`src/rtl/sfr_pkg.sv`:
```
// Shared constants and byte codes for the scale frame reformatter.
package sfr_pkg;

  // Default geometry
  localparam int unsigned STORE_DEPTH  = 24;
  localparam int unsigned WEIGHT_CHARS = 8;

  // Bytes of a report beyond the weight text: space, unit, space, mode, CR, LF
  localparam int unsigned REPORT_EXTRA = 8;

  // Reports that may wait between front and back
  localparam int unsigned JOB_DEPTH = 2;

  // Line codes
  localparam logic [7:0] START_BYTE = 8'h02;
  localparam logic [7:0] END_BYTE   = 8'h0D;
  localparam logic [7:0] LINE_FEED  = 8'h0A;
  localparam logic [7:0] SPACE_BYTE = 8'h20;
  localparam logic [7:0] CHAR_L     = 8'h4C;
  localparam logic [7:0] CHAR_K     = 8'h4B;
  localparam logic [7:0] CHAR_G     = 8'h47;
  localparam logic [7:0] CHAR_N     = 8'h4E;
  localparam logic [7:0] CHAR_B     = 8'h42;
  localparam logic [7:0] CHAR_R     = 8'h52;
  localparam logic [7:0] CHAR_T     = 8'h54;
  localparam logic [7:0] NUL_BYTE   = 8'h00;

  // Message kinds
  localparam logic KIND_MARKER = 1'b0;
  localparam logic KIND_REPORT = 1'b1;

endpackage

```
`src/rtl/sfr_front.sv`:
```
// Front end: takes serial bytes, tracks the frame and builds report requests.
module sfr_front
  import sfr_pkg::*;
#(
  parameter int unsigned StoreDepth  = STORE_DEPTH,
  parameter int unsigned WeightChars = WEIGHT_CHARS,
  localparam int unsigned RepMax     = WeightChars + REPORT_EXTRA
) (
  input  logic                         clk_i,
  input  logic                         rst_ni,
  input  logic                         vld_i,
  input  logic [7:0]                   rx_byte_i,
  input  logic                         link_up_i,
  output logic                         job_vld_o,
  output logic [RepMax-1:0][7:0]       job_o
);

  localparam int unsigned PW = $clog2(StoreDepth);

  logic [PW-1:0]                 wp_q, wp_d;
  logic [WeightChars-1:0][7:0]   wt_q, wt_d, wt_now;
  logic [15:0]                   unit_q, unit_d;
  logic [15:0]                   mode_q, mode_d;

  always_comb begin
    wt_now = wt_q;
    for (int k = 0; k < int'(WeightChars); k++) begin
      if (int'(wp_q) == k + 1) begin
        wt_now[k] = rx_byte_i;
      end
    end
  end

  always_comb begin
    wp_d   = wp_q;
    wt_d   = wt_q;
    unit_d = unit_q;
    mode_d = mode_q;
    if (vld_i) begin
      wt_d = wt_now;
      unique case (rx_byte_i)
        CHAR_L:  unit_d = {CHAR_L, CHAR_B};
        CHAR_K:  unit_d = {CHAR_K, CHAR_G};
        CHAR_G:  mode_d = {CHAR_G, CHAR_R};
        CHAR_N:  mode_d = {CHAR_N, CHAR_T};
        default: ;
      endcase
      if (rx_byte_i == START_BYTE) begin
        wp_d = PW'(1);
      end else if (wp_q == PW'(StoreDepth - 1)) begin
        wp_d = '0;
      end else begin
        wp_d = wp_q + PW'(1);
      end
      // end of frame: wipe the weight window and restart the pointer
      if (rx_byte_i == END_BYTE) begin
        wt_d = '0;
        wp_d = '0;
      end
    end
  end

  always_ff @(posedge clk_i or negedge rst_ni) begin
    if (!rst_ni) begin
      wp_q   <= '0;
      wt_q   <= '0;
      unit_q <= '0;
      mode_q <= '0;
    end else begin
      wp_q   <= wp_d;
      wt_q   <= wt_d;
      unit_q <= unit_d;
      mode_q <= mode_d;
    end
  end

  always_comb begin
    for (int k = 0; k < int'(WeightChars); k++) begin
      job_o[k] = wt_now[k];
    end
    job_o[WeightChars + 0] = SPACE_BYTE;
    job_o[WeightChars + 1] = unit_q[15:8];
    job_o[WeightChars + 2] = unit_q[7:0];
    job_o[WeightChars + 3] = SPACE_BYTE;
    job_o[WeightChars + 4] = mode_q[15:8];
    job_o[WeightChars + 5] = mode_q[7:0];
    job_o[WeightChars + 6] = END_BYTE;
    job_o[WeightChars + 7] = LINE_FEED;
  end

  assign job_vld_o = vld_i && (rx_byte_i == END_BYTE) && link_up_i;

endmodule

```
`src/rtl/sfr_job_fifo.sv`:
```
// Short queue of report requests between the front and back ends.
module sfr_job_fifo
  import sfr_pkg::*;
#(
  parameter int unsigned Width = 8
) (
  input  logic             clk_i,
  input  logic             rst_ni,
  input  logic             wr_i,
  input  logic [Width-1:0] wdata_i,
  input  logic             rd_i,
  output logic [Width-1:0] rdata_o,
  output logic             full_o,
  output logic             empty_o
);

  localparam int unsigned PW = (JOB_DEPTH > 1) ? $clog2(JOB_DEPTH) : 1;
  localparam int unsigned CW = $clog2(JOB_DEPTH + 1);

  logic [Width-1:0] mem_q [JOB_DEPTH];
  logic [PW-1:0]    wr_ptr_q, rd_ptr_q;
  logic [CW-1:0]    cnt_q;
  logic             do_wr, do_rd;

  assign full_o  = (cnt_q == CW'(JOB_DEPTH));
  assign empty_o = (cnt_q == '0);
  assign do_wr   = wr_i && !full_o;
  assign do_rd   = rd_i && !empty_o;
  assign rdata_o = mem_q[rd_ptr_q];

  always_ff @(posedge clk_i) begin
    if (do_wr) begin
      mem_q[wr_ptr_q] <= wdata_i;
    end
  end

  always_ff @(posedge clk_i or negedge rst_ni) begin
    if (!rst_ni) begin
      wr_ptr_q <= '0;
      rd_ptr_q <= '0;
      cnt_q    <= '0;
    end else begin
      if (do_wr) begin
        wr_ptr_q <= (wr_ptr_q == PW'(JOB_DEPTH - 1)) ? '0 : wr_ptr_q + PW'(1);
      end
      if (do_rd) begin
        rd_ptr_q <= (rd_ptr_q == PW'(JOB_DEPTH - 1)) ? '0 : rd_ptr_q + PW'(1);
      end
      if (do_wr && !do_rd) begin
        cnt_q <= cnt_q + CW'(1);
      end else if (do_rd && !do_wr) begin
        cnt_q <= cnt_q - CW'(1);
      end
    end
  end

endmodule

```
`src/rtl/sfr_back.sv`:
```
// Back end: turns a report request into marker and report bytes.
module sfr_back
  import sfr_pkg::*;
#(
  parameter int unsigned WeightChars = WEIGHT_CHARS,
  localparam int unsigned RepMax     = WeightChars + REPORT_EXTRA
) (
  input  logic                   clk_i,
  input  logic                   rst_ni,
  input  logic                   job_vld_i,
  input  logic [RepMax-1:0][7:0] job_i,
  output logic                   job_pop_o,
  input  logic                   pop_i,
  output logic                   empty_o,
  output logic [7:0]             out_byte_o,
  output logic                   message_kind_o,
  output logic                   last_of_message_o
);

  localparam int unsigned CW = $clog2(RepMax + 1);
  localparam int unsigned IW = $clog2(RepMax);

  logic [CW-1:0] idx_q, idx_m1;
  logic          out_vld_q;
  logic [7:0]    byte_q, byte_d;
  logic          kind_q, kind_d;
  logic          last_q, last_d;
  logic          adv, take, done;

  assign idx_m1 = idx_q - CW'(1);
  assign adv    = !out_vld_q || pop_i;
  assign take   = adv && job_vld_i;

  always_comb begin
    if (idx_q == '0) begin
      byte_d = START_BYTE;
      kind_d = KIND_MARKER;
      last_d = 1'b1;
      // an empty report leaves only the marker
      done   = (job_i[0] == NUL_BYTE);
    end else begin
      byte_d = job_i[idx_m1[IW-1:0]];
      kind_d = KIND_REPORT;
      if (idx_q == CW'(RepMax)) begin
        last_d = 1'b1;
      end else begin
        last_d = (job_i[idx_q[IW-1:0]] == NUL_BYTE);
      end
      done = last_d;
    end
  end

  assign job_pop_o = take && done;

  always_ff @(posedge clk_i or negedge rst_ni) begin
    if (!rst_ni) begin
      idx_q     <= '0;
      out_vld_q <= 1'b0;
    end else if (take) begin
      idx_q     <= done ? '0 : idx_q + CW'(1);
      out_vld_q <= 1'b1;
    end else if (adv) begin
      out_vld_q <= 1'b0;
    end
  end

  always_ff @(posedge clk_i) begin
    if (take) begin
      byte_q <= byte_d;
      kind_q <= kind_d;
      last_q <= last_d;
    end
  end

  assign empty_o           = !out_vld_q;
  assign out_byte_o        = byte_q;
  assign message_kind_o    = kind_q;
  assign last_of_message_o = last_q;

endmodule

```
`src/rtl/scale_frame_reformatter_top.sv`:
```
// Top level of the scale frame reformatter: front end, request queue, back end.
//
// Feed the scale's serial bytes in through push/full, one request per cycle;
// a byte is taken at any clock edge where push is high and full is low, so
// bytes flow at one per cycle while the request queue has room. Byte 0x02 restarts the
// frame, L/K latch the unit (LB/KG), G/N latch the mode (GR/NT), and 0x0D
// closes the frame. On a closing byte taken while link_up is high, the block
// queues one marker message (a single 0x02 byte, kind 0) followed by the
// weight report (kind 1): the weight text held at frame positions 1 to
// WeightChars, space, unit, space, mode, CR, LF, cut at its first zero byte.
// Read results through empty/pop; the oldest waiting byte sits on the result
// ports while empty is low, and last_of_message marks the final byte of each
// message. One closed frame yields between one and WeightChars + 9 result bytes,
// one per cycle from the back end's output register while pop is high. Up to two
// closed frames may wait in the request queue; full rises only while it is
// occupied by both, so the input side stalls only when reports arrive faster
// than the result side drains them. Only the weight window of the frame ring
// is held, since nothing else in the ring is ever reported; the write pointer
// still wraps over the full StoreDepth. Reset clears the frame state and the
// pointers, not the queue storage or the output byte, with no clearing pass.
module scale_frame_reformatter_top
  import sfr_pkg::*;
#(
  parameter int unsigned StoreDepth  = STORE_DEPTH,
  parameter int unsigned WeightChars = WEIGHT_CHARS
) (
  input  logic       clk_i,
  input  logic       rst_ni,
  // byte side
  input  logic       push,
  output logic       full,
  input  logic [7:0] rx_byte_i,
  input  logic       link_up_i,
  // result side
  output logic       empty,
  input  logic       pop,
  output logic [7:0] out_byte_o,
  output logic       message_kind_o,
  output logic       last_of_message_o
);

  localparam int unsigned RepMax = WeightChars + REPORT_EXTRA;

  logic                   in_acc;
  logic                   job_wr;
  logic [RepMax-1:0][7:0] job_wdata;
  logic [RepMax-1:0][7:0] job_rdata;
  logic                   job_empty;
  logic                   job_rd;

  // Hold every byte while the request queue has no room for a report
  assign in_acc = push && !full;

  sfr_front #(
    .StoreDepth  (StoreDepth),
    .WeightChars (WeightChars)
  ) u_front (
    .clk_i     (clk_i),
    .rst_ni    (rst_ni),
    .vld_i     (in_acc),
    .rx_byte_i (rx_byte_i),
    .link_up_i (link_up_i),
    .job_vld_o (job_wr),
    .job_o     (job_wdata)
  );

  sfr_job_fifo #(
    .Width (RepMax * 8)
  ) u_job_fifo (
    .clk_i   (clk_i),
    .rst_ni  (rst_ni),
    .wr_i    (job_wr),
    .wdata_i (job_wdata),
    .rd_i    (job_rd),
    .rdata_o (job_rdata),
    .full_o  (full),
    .empty_o (job_empty)
  );

  // Advance through the head request; drop it once its last byte enters the output register
  sfr_back #(
    .WeightChars (WeightChars)
  ) u_back (
    .clk_i             (clk_i),
    .rst_ni            (rst_ni),
    .job_vld_i         (!job_empty),
    .job_i             (job_rdata),
    .job_pop_o         (job_rd),
    .pop_i             (pop),
    .empty_o           (empty),
    .out_byte_o        (out_byte_o),
    .message_kind_o    (message_kind_o),
    .last_of_message_o (last_of_message_o)
  );

endmodule

```
`config.mk`:
```
export PLATFORM = sky130hd
export DESIGN_NAME = scale_frame_reformatter_top
export DESIGN_NICKNAME = d
export VERILOG_FILES = /design/src/rtl/sfr_pkg.sv /design/src/rtl/sfr_front.sv /design/src/rtl/sfr_job_fifo.sv /design/src/rtl/sfr_back.sv /design/src/rtl/scale_frame_reformatter_top.sv
export SDC_FILE = /design/constraint.sdc
export NUM_CORES = 1
export LEC_CHECK = 0
export ABC_AREA = 1
export ABC_CLOCK_PERIOD_IN_PS = 9800
export BUFFER_PORTS_ARGS = -buffer_cell sky130_fd_sc_hd__buf_2
export CELL_PAD_IN_SITES_DETAIL_PLACEMENT = 1
export CELL_PAD_IN_SITES_GLOBAL_PLACEMENT = 1
export CORE_ASPECT_RATIO = 0.7
export CORE_MARGIN = 1.5
export CORE_UTILIZATION = 53
export DETAILED_ROUTE_END_ITERATION = 8
export PLACE_DENSITY_LB_ADDON = 0.1
export SYNTH_ARGS = -nofsm -noshare
export SYNTH_HDL_FRONTEND = slang
export SYNTH_SLANG_ARGS = --single-unit
```
`constraint.sdc`:
```
create_clock -name clk_i -period 9.8 [get_ports clk_i]
set_input_delay 1.96 -clock clk_i [delete_from_list [all_inputs] [get_ports clk_i]]
set_output_delay 1.96 -clock clk_i [all_outputs]
set_load 0.02 [all_outputs]
```
* Yosys cells after proc, flatten, opt, wreduce, memory -nomap -nowiden *
Memory sizes are Yosys's and may differ from the RTL's.
Index checks and enable logic that the tools add are counted.

operators by class
  add/sub/neg operators = 7
  shift-type cells = 0
  reductions and logical operators = 25
  $mul = 0
  equal/unequal tests = 17
  $lt $le $gt $ge = 2
  bitwise logic cells = 0
  mux-type cells = 30
  div/mod/pow operators = 0

operators by type and width
  kind                                                                   number
  8-bit two-way mux                                                      10
  8-bit binary-select mux with 4-bit select                              2
  64-bit two-way mux                                                     1
  16-bit case mux with 2 select lines                                    2
  8-bit by 7-bit == test with 1-bit output (second input constant)       4
  5-bit by 4-bit == test with 1-bit output (second input constant)       4
  5-bit two-way mux                                                      4
  8-bit zero test                                                        2
  5-bit == test (second input constant)                                  3
  5-bit by 1-bit adder with 5-bit output (second input constant)         2
  5-bit by 3-bit == test with 1-bit output (second input constant)       2
  4-bit by 5-bit < comparator with 1-bit output (second input constant)  2
  1-bit logical AND                                                      9
  1-bit two-way mux                                                      9
  8-bit by 2-bit == test with 1-bit output (second input constant)       1
  8-bit by 4-bit == test with 1-bit output (second input constant)       1
  2-bit nonzero test                                                     4
  5-bit by 2-bit == test with 1-bit output (second input constant)       1
  1-bit zero test                                                        5
  5-bit zero test                                                        1
  2-bit two-way mux                                                      2
  2-bit AND reduction                                                    2
  4-bit by 1-bit subtractor with 4-bit output (second input constant)    1
  1-bit adder (second input constant)                                    2
  5 further kinds                                                        5

word-level totals
  bits in registers = 121
  word-level logic and storage cells = 101
  output and inout bits = 12
  ROM bits = 0
  bits in latches = 0
  memories kept = 1
  bits in writable memories = 192

memory list
  name              depth  width  read ports  clocked after memory_dff  write ports  RTL line            RTL
  u_job_fifo.mem_q  2      96     1           0                         1            sfr_job_fifo.sv:20  logic [Width-1:0] mem_q [JOB_DEPTH];

* Depth between registers and ports, before layout *
An unclocked memory read counts as a cell.

  depth in word-level cells = 11
  gate-level depth with buffers = 19

* Modules after synthesis *
From an unflattened synthesis, not the netlist that was laid out.

second synthesis, totals
  cell total of the unflattened synthesis = 1686
  area, all modules = 16189.3 sq um

by module, submodules not included
  module                       cells each  instances  area each (sq um)  sequential area each (sq um)
  sfr_job_fifo                 700         1          9501.6             7787.5
  sfr_front                    575         1          4249.1             1876.8
  sfr_back                     408         1          2424.8             450.4
  scale_frame_reformatter_top  3           1          13.8               0.0

* Worst setup path after synthesis *
Ideal clock, no wire load.

  kind = input to register
  start = input port rx_byte_i[5]
  end = memory u_job_fifo.mem_q[0][0] in the netlist's numbering (enable)
  cell stages on the path = 7
  data arrival time = 5.668 ns
  library setup time = 0.499 ns
  path slack = 3.633 ns
  data required time = 9.301 ns
  path buffers = 0
  cell sequence = nor2_1 > inv_1 > nor3_1 > inv_1 > nor4_2 > nand3_1 > nor2_1

between the ends
  word-level cells in the longest chain between the ends = 6

ends and longest elaborated chain
  item                                      RTL line                           RTL
  start, declared                           scale_frame_reformatter_top.sv:32  input logic [7:0] rx_byte_i,
  8-bit by 4-bit == test with 1-bit output  sfr_front.sv:91                    assign job_vld_o = vld_i && (rx_byte_i == END_BYTE) && link_up_i;
  1-bit logical AND (2 in a row)            sfr_front.sv:91
  1-bit logical AND                         sfr_job_fifo.sv:27                 assign do_wr = wr_i && !full_o;
  1-bit two-way mux                         sfr_job_fifo.sv:32                 if (do_wr) begin
  1-bit two-way mux (implied by the code)   sfr_job_fifo.sv:33                 mem_q[wr_ptr_q] <= wdata_i;
  end, declared                             sfr_job_fifo.sv:20

Every way passes these cells.

* Final worst setup path *
  start = input port push
  end = memory u_job_fifo.mem_q[0][23] in the netlist's numbering (enable)

between the ends
  word-level cells in the longest chain between the ends = 6

ends and longest elaborated chain
  item                                     RTL line                           RTL
  start, declared                          scale_frame_reformatter_top.sv:30  input logic push,
  1-bit logical AND                        scale_frame_reformatter_top.sv:52  assign in_acc = push && !full;
  1-bit logical AND (2 in a row)           sfr_front.sv:91
  1-bit logical AND                        sfr_job_fifo.sv:27
  1-bit two-way mux                        sfr_job_fifo.sv:32
  1-bit two-way mux (implied by the code)  sfr_job_fifo.sv:33

Every way passes these cells.

==> results by group <==
Clock tree
  – CTS H-tree lvls: 1
  – Bufs on Longest Clock Path: 3
  – Clk_lat worst skew: 0.53 ns
  – Clk slew on worst S/H paths: 0.06 ns
  – Post-CTS resize count: 0
  – CTS tree: built
  – Root Driver: clkbuf_16
  – Post-CTS Hold Buffers: 0
  – Setup Buffers After CTS: 0
  – Clock sinks: 235
  – Num CTS Buffers: 24

Drt
  – DR vias/cell: 5.713
  – Drt initial violations: 704
  – Initial DRT Pass Iterations: 5
  – DRC viols: 0
  – Routed Antenna Nets: 0
  – Routed vias: between 8000 and 9000
  – DRT Wirelength: roughly 34 mm
  – Avg WL per Cell: between 20 and 25 um

Timing
  – Final hold viol count: 0
  – Final Max Tran Viols: 0
  – Final setup fails: 0
  – Clock Skew: 0.01074 ns
  – Worst slew margin: 28.83%
  – Tmin final: 4.265 ns
  – RSZ-0062 raised after global routing: false
  – Fmax: 234.5 MHz
  – Setup ws final: 5.535 ns
  – Worst Tran Pin Value: 1.065 ns
  – Crit share post-route: approximately 44%
  – Setup TNS: 0 ns

Critical path
  – Worst EP required: 9.95 ns
  – Crit path arrival time: ~4.4 ns
  – Max FO, Critical Path: 67
  – Startpoint Class: primary input
  – RR Startpoint: u_job_fifo.rd_ptr_q
  – Crit. End Element: register
  – WS Path Type: primary input to register
  – Beginning of the critical path: push

Logic synthesis
  – Ys flop type: edfxtp_1
  – Mapped Area: 11320 um2
  – Synth top area share: around 40%
  – Post-synth ARST share: between 30% and 40%
  – Post-synth EDFFs: 150
  – Netlist cell types: 50
  – Register area share after synthesis: roughly three fifths
  – Synth area leader: edfxtp_1
  – Most common cell in the netlist: nand2_1
  – Post-synth top cells: nand2_1 (387), inv_1 (157), edfxtp_1 (150), o21ai_0 (100), dfrtp_1 (85)
  – Avg Inst Size Synth: 9.261 um2
  – Ys Warns: 0
  – Syn_nets: 1243
  – Synth Register Bits: approximately 240
  – Most area-consuming cells after synthesis: edfxtp_1 (40%), dfrtp_1 (19%), nand2_1 (13%), inv_1 (5.2%), o21ai_0 (4.4%)
  – Syn Inst Count: 1222

Cells and area
  – Storage cell area: ~6600 um2
  – Multi-input gate area: roughly 3800 um2
  – Layout fillers: 2357
  – Final core utilization: 59.51%
  – Layout Cells excl Fill: 1525
  – Share of cells above drive strength 1: 7.686%
  – ANT cells: 0
  – Area delta synth->final: 9.431%
  – Final nets: 1252

Hold path
  – HP Start: u_front.wt_q[2]
  – Hold WC Path Type: register to register

Floorplanning
  – Die Span Y: 125.3 um
  – Num rows: 44
  – Core Region: 20810 um2
  – # IOs: 25
  – Initial Util: between 50% and 60%
  – Die area: roughly 22000 um2
  – Die width: ~180 um

Place
  – # port buffers: 24
  – Place WS: 5.033 ns
  – Placed cell count: 1481
  – RePlAce Congestion: between 0.8 and 0.9
  – Hpwl dp: approximately 22 mm

Global routing
  – Antenna violations before repair: 0
  – Overall Global Routing Usage: 31.21%
  – First-pass GRT wire length: about 52 mm
  – Largest net degree at the start of global routing: 68
  – Vias in the first global route: 9002
  – Grt ovf: 0

Outcome
  – Status: finished, final reports clean

Power
  – Maximum vdd drop: about 0.15 mV
  – Pwr per Cell Area: 338.4 nW/um2
  – Leakage Power: 5.633 nW

Run
  – Max-Cap Viols: 0
-- worst max-delay path, cell delays in order --
cell     delay [ns]
buf_2          0.10
o21ai_4        0.05
buf_4          0.38
inv_1          0.32
nand3_1        0.34
nor2_4         0.39
buf_4          0.78
-- registers in the layout, summed over array words and instances, names as in the netlist --
register	flops
u_job_fifo.mem_q	140
u_front.wt_q	64
u_back.out_byte_o	8
u_back.idx_q	5
u_front.wp_q	5
u_front.mode_q	3
u_front.unit_q	3
u_job_fifo.cnt_q	2
u_back.last_of_message_o	1
u_back.message_kind_o	1
u_back.out_vld_q	1
u_job_fifo.rd_ptr_q	1
u_job_fifo.wr_ptr_q	1
-- layout by cell type, fill, tap and decap left out, types with 4 or more instances in the layout --
cell and count:
clkinv_1 9, o22ai_1 6, dfrtp_1 84, nand2_1 387, o21ai_0 100, a21oi_1 18, inv_1 157, buf_2 23
o21ai_2 5, edfxtp_1 150, nor3_1 9, a211oi_1 5, xor2_1 6, clkbuf_16 24, nor2_4 4, ha_1 8
or2_1 6, buf_4 8, nand3_1 38, o21ai_1 12, nand4_1 8, clkinv_2 5, clkbuf_1 4, o211ai_1 7
nor2_1 56, o21a_1 64
-- cell type report --
cell class | instances | area share [%]
clock buffer | 31 | 5.304
clock inverter | 13 | 1.303
inverter | 170 | 5.193
multi-input combinational | 769 | 30.44
sequential | 235 | 53.56
tap | 276 | 2.788
timing repair buffer | 31 | 1.414
-- per-stage QoR --
stage	power [mW]	hold WS (ns)	instance area (um2)
final	4.191	0.4846	12380
after global routing	4.419	0.5085	12380
after CTS	4.171	0.4884	12380
after detailed placement	3.203	0.4732	11570
after global placement	3.119	0.4556	11570
after floorplan	2.679	0.4346	11320
-- layer usage --
| metal | vias up | part of all wire (%) | global-route usage (%) |
|---|---|---|---|
| met5 | - | 0 | 0 |
| met2 | 279 | 47 | 50.28 |
| li1 | 4022 | - | - |
| met4 | 0 | 2.7 | 8.700 |
| met1 | 4353 | 43 | 42.65 |
| met3 | 58 | 7.4 | 7.147 |
-- report_power, final --
part / internal [mW] / switching [mW]
Sequential: 1.33 / 0.141
Combinational: 0.506 / 1.25
Clock: 0.557 / 0.402
-- kinds of logic (layout without fill, tap and decap cells) --
logic type / after synthesis / in the layout / share of synthesized area [%]
AND/OR/NAND/NOR: 518 / 518 / 18.60
buffers and inverters: 218 / 245 / 8.325
flip-flops: 235 / 235 / 58.60
AO/OA/AOI/OAI: 234 / 234 / 12.84
adder cells (fa/ha/maj): 8 / 8 / 0.8845
XOR/XNOR: 9 / 9 / 0.7629
-- final timing paths --
| check | to | slack [ns] | cells past startpoint |
|---|---|---|---|
| setup / recovery | u_job_fifo.mem_q[0][23] | 5.53 | 7 |
| hold / removal | u_front.wt_q[2] | 0.48 | 2 |
| setup reg to reg | u_job_fifo.cnt_q[1] | 6.01 | 13 |
| hold reg to reg | u_front.wt_q[2] | 0.48 | 2 |
| max in group asynchronous | u_front.mode_q[11] | 7.23 | 2 |
| min in group asynchronous | u_front.wt_q[46] | 1.33 | 1 |
(Power assumes the default switching activity.)
